===== src/smd_pkg.sv =====
// smd_pkg: shared types, codes and sizes for the stack with middle delete
// used by smd_cell, the top level stack_with_middle_delete and smd_checker
// no dependencies
package smd_pkg;

    localparam int DEPTH_DEF = 64;
    localparam int DATA_W    = 32;
    localparam int MODE_W    = 2;
    localparam int STATUS_W  = 2;

    // request selector codes; the unused code decodes as read middle
    localparam logic [MODE_W-1:0] MODE_PUSH   = 2'd0;
    localparam logic [MODE_W-1:0] MODE_DELETE = 2'd1;
    localparam logic [MODE_W-1:0] MODE_READ   = 2'd2;

    typedef enum logic [STATUS_W-1:0] {
        ST_OK    = 2'd0,
        ST_EMPTY = 2'd1,
        ST_FULL  = 2'd2
    } status_t;

    // movement of the cell row for one request
    typedef enum logic [1:0] {
        SH_HOLD       = 2'd0,
        SH_DOWN_ALL   = 2'd1,
        SH_DOWN_UPPER = 2'd2,
        SH_UP_LOWER   = 2'd3
    } shift_t;

    typedef struct packed {
        shift_t shift;
        logic   wr_en;
    } cell_cmd_t;

endpackage


===== src/stack_with_middle_delete.sv =====
// stack_with_middle_delete: bounded stack that can read or remove its middle
// built as a row of smd_cell instances with the middle held at a fixed cell
// depends on smd_pkg and smd_cell
//
// channel  | group       | tvalid/tready      | tdata              | tuser
// ---------+-------------+--------------------+--------------------+--------------
// request  | s_*  (in)   | s_tvalid, s_tready | [31:0] value       | [1:0] mode
// result   | m_*  (out)  | m_tvalid, m_tready | [31:0] result_value| [1:0] status
//
// every accepted request has its result ready in the next
// cycle from the output register; one request a cycle while the result side
// keeps taking results
// s_tready is low only while a result waits in the output register and
// m_tready is low; the cell row moves only on an accepted request
// reset clears the fill count and the output valid; cell contents are left
// as they are and are never read before they are written
//
// layout: the lower half of the stack (entries below the middle) sits in
// cells below MID, the middle and the entries above it from cell MID upward,
// so the middle is always cell MID; a push or delete moves the row by at
// most one place to keep that true
module stack_with_middle_delete #(
    parameter int DEPTH = smd_pkg::DEPTH_DEF
) (
    input  logic        clk,
    input  logic        rst_n,
    input  logic        s_tvalid,
    output logic        s_tready,
    input  logic [31:0] s_tdata,   // [31:0] value
    input  logic [1:0]  s_tuser,   // [1:0] mode
    output logic        m_tvalid,
    input  logic        m_tready,
    output logic [31:0] m_tdata,   // [31:0] result_value
    output logic [1:0]  m_tuser    // [1:0] status
);

    localparam int MID   = DEPTH / 2;
    localparam int CNT_W = $clog2(DEPTH + 1);
    localparam int PTR_W = (DEPTH > 1) ? $clog2(DEPTH) : 1;

    // fill count and output register
    logic [CNT_W-1:0]           count_reg;
    logic [CNT_W-1:0]           count_next;
    logic                       out_valid_reg;
    logic                       out_valid_next;
    logic [smd_pkg::DATA_W-1:0] out_data_reg;
    logic [smd_pkg::DATA_W-1:0] out_data_next;
    smd_pkg::status_t           out_status_reg;
    smd_pkg::status_t           out_status_next;

    logic                       accept;
    smd_pkg::cell_cmd_t         cmd;
    logic [CNT_W-1:0]           ptr_wide;
    logic [PTR_W-1:0]           wr_ptr;
    logic [smd_pkg::DATA_W-1:0] cell_q [DEPTH];

    assign s_tready = !out_valid_reg || m_tready;
    assign accept   = s_tvalid && s_tready;

    // top slot for a push: MID plus half the count, the same place whether
    // or not the row shifts down in that cycle
    assign ptr_wide = CNT_W'(MID) + (count_reg >> 1);
    assign wr_ptr   = ptr_wide[PTR_W-1:0];

    always_comb
    begin
        cmd             = '{shift: smd_pkg::SH_HOLD, wr_en: 1'b0};
        count_next      = count_reg;
        out_data_next   = out_data_reg;
        out_status_next = out_status_reg;
        out_valid_next  = out_valid_reg && !m_tready;
        if (accept)
        begin
            out_valid_next = 1'b1;
            if (s_tuser == smd_pkg::MODE_PUSH)
            begin
                if (count_reg == CNT_W'(DEPTH))
                begin
                    out_data_next   = '0;
                    out_status_next = smd_pkg::ST_FULL;
                end
                else
                begin
                    // odd count: the old middle joins the lower half
                    cmd.wr_en       = 1'b1;
                    cmd.shift       = count_reg[0] ? smd_pkg::SH_DOWN_ALL
                                                   : smd_pkg::SH_HOLD;
                    count_next      = count_reg + CNT_W'(1);
                    out_data_next   = s_tdata;
                    out_status_next = smd_pkg::ST_OK;
                end
            end
            else if (count_reg == '0)
            begin
                out_data_next   = '0;
                out_status_next = smd_pkg::ST_EMPTY;
            end
            else
            begin
                out_data_next   = cell_q[MID];
                out_status_next = smd_pkg::ST_OK;
                if (s_tuser == smd_pkg::MODE_DELETE)
                begin
                    // odd count closes the gap from above, even from below
                    cmd.shift  = count_reg[0] ? smd_pkg::SH_DOWN_UPPER
                                              : smd_pkg::SH_UP_LOWER;
                    count_next = count_reg - CNT_W'(1);
                end
            end
        end
    end

    always_ff @(posedge clk or negedge rst_n)
    begin
        if (!rst_n)
        begin
            count_reg     <= '0;
            out_valid_reg <= 1'b0;
        end
        else
        begin
            count_reg     <= count_next;
            out_valid_reg <= out_valid_next;
        end
    end

    always_ff @(posedge clk)
    begin
        out_data_reg   <= out_data_next;
        out_status_reg <= out_status_next;
    end

    // row of cells; the end cells see themselves as their missing neighbour
    for (genvar k = 0; k < DEPTH; k++)
    begin : g_cell
        logic [smd_pkg::DATA_W-1:0] left_d;
        logic [smd_pkg::DATA_W-1:0] right_d;

        if (k == 0)
        begin : g_first
            assign left_d = cell_q[k];
        end
        else
        begin : g_inner_l
            assign left_d = cell_q[k-1];
        end

        if (k == DEPTH - 1)
        begin : g_last
            assign right_d = cell_q[k];
        end
        else
        begin : g_inner_r
            assign right_d = cell_q[k+1];
        end

        smd_cell #(
            .IDX   (k),
            .MID   (MID),
            .PTR_W (PTR_W)
        ) u_cell (
            .clk        (clk),
            .cmd        (cmd),
            .wr_ptr     (wr_ptr),
            .wr_data    (s_tdata),
            .left_data  (left_d),
            .right_data (right_d),
            .data       (cell_q[k])
        );
    end

    assign m_tvalid = out_valid_reg;
    assign m_tdata  = out_data_reg;
    assign m_tuser  = out_status_reg;

endmodule


===== src/smd_cell.sv =====
// smd_cell: one storage cell of the stack row
// takes its neighbours' values on a shift, or the broadcast value on a write
// depends on smd_pkg
module smd_cell #(
    parameter int IDX   = 0,
    parameter int MID   = 1,
    parameter int PTR_W = 6
) (
    input  logic                      clk,
    input  smd_pkg::cell_cmd_t        cmd,
    input  logic [PTR_W-1:0]          wr_ptr,
    input  logic [smd_pkg::DATA_W-1:0] wr_data,
    input  logic [smd_pkg::DATA_W-1:0] left_data,
    input  logic [smd_pkg::DATA_W-1:0] right_data,
    output logic [smd_pkg::DATA_W-1:0] data
);

    logic [smd_pkg::DATA_W-1:0] data_reg;
    logic [smd_pkg::DATA_W-1:0] data_next;

    always_comb
    begin
        data_next = data_reg;
        case (cmd.shift)
            smd_pkg::SH_HOLD:
            begin
                data_next = data_reg;
            end
            smd_pkg::SH_DOWN_ALL:
            begin
                data_next = right_data;
            end
            smd_pkg::SH_DOWN_UPPER:
            begin
                if (IDX >= MID)
                begin
                    data_next = right_data;
                end
            end
            smd_pkg::SH_UP_LOWER:
            begin
                if (IDX <= MID)
                begin
                    data_next = left_data;
                end
            end
            default:
            begin
                data_next = data_reg;
            end
        endcase
        // a write lands after any shift of the same cycle
        if (cmd.wr_en && (wr_ptr == PTR_W'(IDX)))
        begin
            data_next = wr_data;
        end
    end

    // payload only, no reset
    always_ff @(posedge clk)
    begin
        data_reg <= data_next;
    end

    assign data = data_reg;

endmodule


===== config.mk =====
export PLATFORM = sky130hd
export DESIGN_NAME = stack_with_middle_delete
export DESIGN_NICKNAME = d
export VERILOG_FILES = /design/src/smd_pkg.sv /design/src/stack_with_middle_delete.sv /design/src/smd_cell.sv
export SDC_FILE = /design/constraint.sdc
export NUM_CORES = 2
export LEC_CHECK = 0
export BUFFER_PORTS_ARGS = -buffer_cell sky130_fd_sc_hd__buf_2
export CAP_MARGIN = 40
export CORE_ASPECT_RATIO = 2
export CORE_MARGIN = 2
export CORE_UTILIZATION = 57
export CTS_CLUSTER_DIAMETER = 30
export DETAILED_ROUTE_END_ITERATION = 8
export GPL_ROUTABILITY_DRIVEN = 0
export PLACE_DENSITY = 0.82
export SLEW_MARGIN = 20
export SYNTH_ARGS = -nofsm -noshare
export SYNTH_HDL_FRONTEND = slang
export SYNTH_SLANG_ARGS = --single-unit

===== constraint.sdc =====
create_clock -name clk -period 6.1 [get_ports clk]
set_input_delay 0.305 -clock clk [delete_from_list [all_inputs] [get_ports clk]]
set_output_delay 0.305 -clock clk [all_outputs]
set_load 0.1 [all_outputs]

==> results.ini <==
[critical_path]
slowest_stage = or4_1
cp-end-kind = register
path_delay_family = buffers and inverters
cp.required_ps = 6610
max_stage_delay_ps = 720
crit_arrival_ps = 4990
path_class = reg2reg
cp-start-kind = register
crit_buf_inv = 3
crit_chain = or4_1 -> o41ai_2 -> mux2i_1 -> nand2b_2 -> inv_1 -> ha_4 -> buf_12 -> buf_12 -> mux2i_1 -> a21oi_1
cp_max_fo = 117

[routing]
drc = 0
drt_pass1_iterations = 9
highest_layer = met4
num_vias = 57630
wl_met3_um = 16670
wl_met1_um = 80880
dr_wl_met2_um = 127500
ant_nets = 0
drt-total-wl_um = 248600
drtIter0Drc = 5334
wl_per_cell_um = 26.67
vias_per_cell = 6.181

[sta]
post-route-period-util = 0.7335
skew_ps = 50.48
hold_violations = 0
tightest_slew_ps = 981.6
holdWs_ps = 54.01
relSlewSlack = 0.3456
rsz0062_at_grt = false
tns_ps = 0
setup_viol = 0
drv_slew = 0
finalCriticalPeriod_ps = 4474
max_freq_ghz = 0.2235

[cts]
cts_tree = yes
ctsResizeCount = 0
cts_setup_buffers = 0
cts.sinks = 2090
clk_pin_slew_ps = 70
cts_inserted_buffers = 194
cts_buffer_depth = 4
clk_latency_ps = 830
htree_levels = 4
root_buffer = clkbuf_16

[power_and_ir_drop]
leakagePower_nw = 32.98
power.density_nw_per_um2 = 298.7
ir_worst_vdd_v = 0.0003187

[placement]
dp_cells = 8945
port_buffers = 73
place_hpwl_um = 160900

[floorplan]
start_util = 0.5739
die_w_um = 297.7
core_um2 = 171400
std_cell_rows = 215
die_area_um2 = 176100
die_h_um = 591.4
pin_count = 74

[global_routing]
grt_usage = 0.2782
antenna_found_initial = 12
overflow = 0
grt_max_degree = 118
grt_pass1_vias = 58710
grt_pass1_wl_um = 368000

[worst_hold_path]
hold_path.class = in2reg

[logic_synthesis]
synth_edf_count = 2082
yosys.cell_types.count = 52
avgSynthCellArea_um2 = 13.83
synthArstFlopShare = 0.003828
synth_nets = 7161
yosysWarnings = 0
syn-cell-area_um2 = 98340
synth_seq_cells = 2090
synth_top_flop_cell = edfxtp_1
syn_inst = 7113
ys_seq_area_frac = 0.6378

[job]
drv_cap = 0

[layout]
mostFrequentLayoutCells = 2082 x edfxtp_1, 1027 x mux2i_1, 725 x mux2_2
layout.nets = 6935
final_cells = 9323
layout_commonest_cell = edfxtp_1
layout-drive-gt1-share = 0.1970
largest_register_ffs = 2048
syn_to_final_growth_pct = 8.926

[status]
status = finished, final reports clean

## cell usage after synthesis, drive strengths merged (2+ instances only)
master  count  area [µm²]
nor2      389        1640
nand4       4       37.53
nand2     719        2731
xnor2       4       35.03
or2        22       140.1
mux2i    1027       10280
o21ai     682        3477
mux2      995       11200
nor3       26       191.4
ha          9       112.6
edfxtp   2082       62520
nor2b       8       50.05
nand3      17       85.08
o31ai       2       15.01
a21oi     357        1794
dfrtp       8       200.2
buf       313        1838
inv        21       81.33
nand2b     17       106.4
and3        4       25.02
clkbuf    363        1365
a22o       32       280.3
## cell type report
type                            instances  area [µm²]
Clock buffer                          216        4959
Antenna cell                           16       40.04
Multi-Input combinational cell       4326       32630
Sequential cell                      2090       62720
Inverter                               21       81.33
Timing Repair Buffer                  254        2501
Fill cell                           12120       64240
Clock inverter                        122        1331
Tap cell                             2278        2850
## worst paths after layout
| kind | from | endpoint | slack, ps | cells past startpoint |
|---|---|---|---|---|
| max | count_reg[2]$_DFFE_PN0P_ | g_cell[25].u_cell.data[7]$_DFFE_PP_ | 1630 | 10 |
| min | s_tdata[2] | g_cell[15].u_cell.data[2]$_DFFE_PP_ | 50 | 3 |
| max reg2reg | count_reg[2]$_DFFE_PN0P_ | g_cell[25].u_cell.data[7]$_DFFE_PP_ | 1630 | 10 |
| min reg2reg | g_cell[57].u_cell.data[21]$_DFFE_PP_ | g_cell[56].u_cell.data[21]$_DFFE_PP_ | 520 | 1 |
| max in group asynchronous | rst_n | count_reg[2]$_DFFE_PN0P_ | 4930 | 3 |
| min in group asynchronous | rst_n | count_reg[6]$_DFFE_PN0P_ | 650 | 3 |
## metrics by stage
stage / util / total power, W / cell area, µm² / setup slack, ps
2_1_floorplan: - / 0.01898 / 98340 / 1283
3_3_place_gp: 0.5823 / 0.01980 / 99790 / 1749
3_5_place_dp: 0.5862 / 0.02000 / 100400 / 1744
4_1_cts: 0.6238 / 0.03208 / 106900 / 1686
5_1_grt: 0.6251 / 0.03282 / 107100 / 1438
6_report: 0.6251 / 0.03199 / 107100 / 1626
## tightest hold or removal path, cell delays in order
cell and delay [ps]:
buf_4 220, nand2_1 100, o21ai_1 60
## layer usage
layer,vias up,GRT usage
met5,-,0
met4,0,0.2331
met3,819,0.04314
met2,2650,0.4905
met1,28230,0.2916
li1,25930,-
## logic make-up after synthesis
kind of cell,share of synthesized area
adders and majority gates,0.001349
buffers and inverters,0.03340
AOI/OAI and AO/OA,0.05709
DFF,0.6378
muxes,0.2185
and+or+nand+nor,0.05153
xor gates and xnor gates,0.0003562
## power by group
part	internal, W	switching (W)	leakage [nW]
Sequential	0.0168	0.000491	19.2
Clock	0.00672	0.00549	3.03
Combinational	0.000780	0.00173	10.7
## what timing repair did
| action | 4_1_cts | 5_1_grt |
|---|---|---|
| endpoints found under the setup margin | 0 | 0 |
| hold buffers | 15 | 0 |
| endpoints found under the hold margin | 31 | 0 |
(Power assumes the default switching activity.)
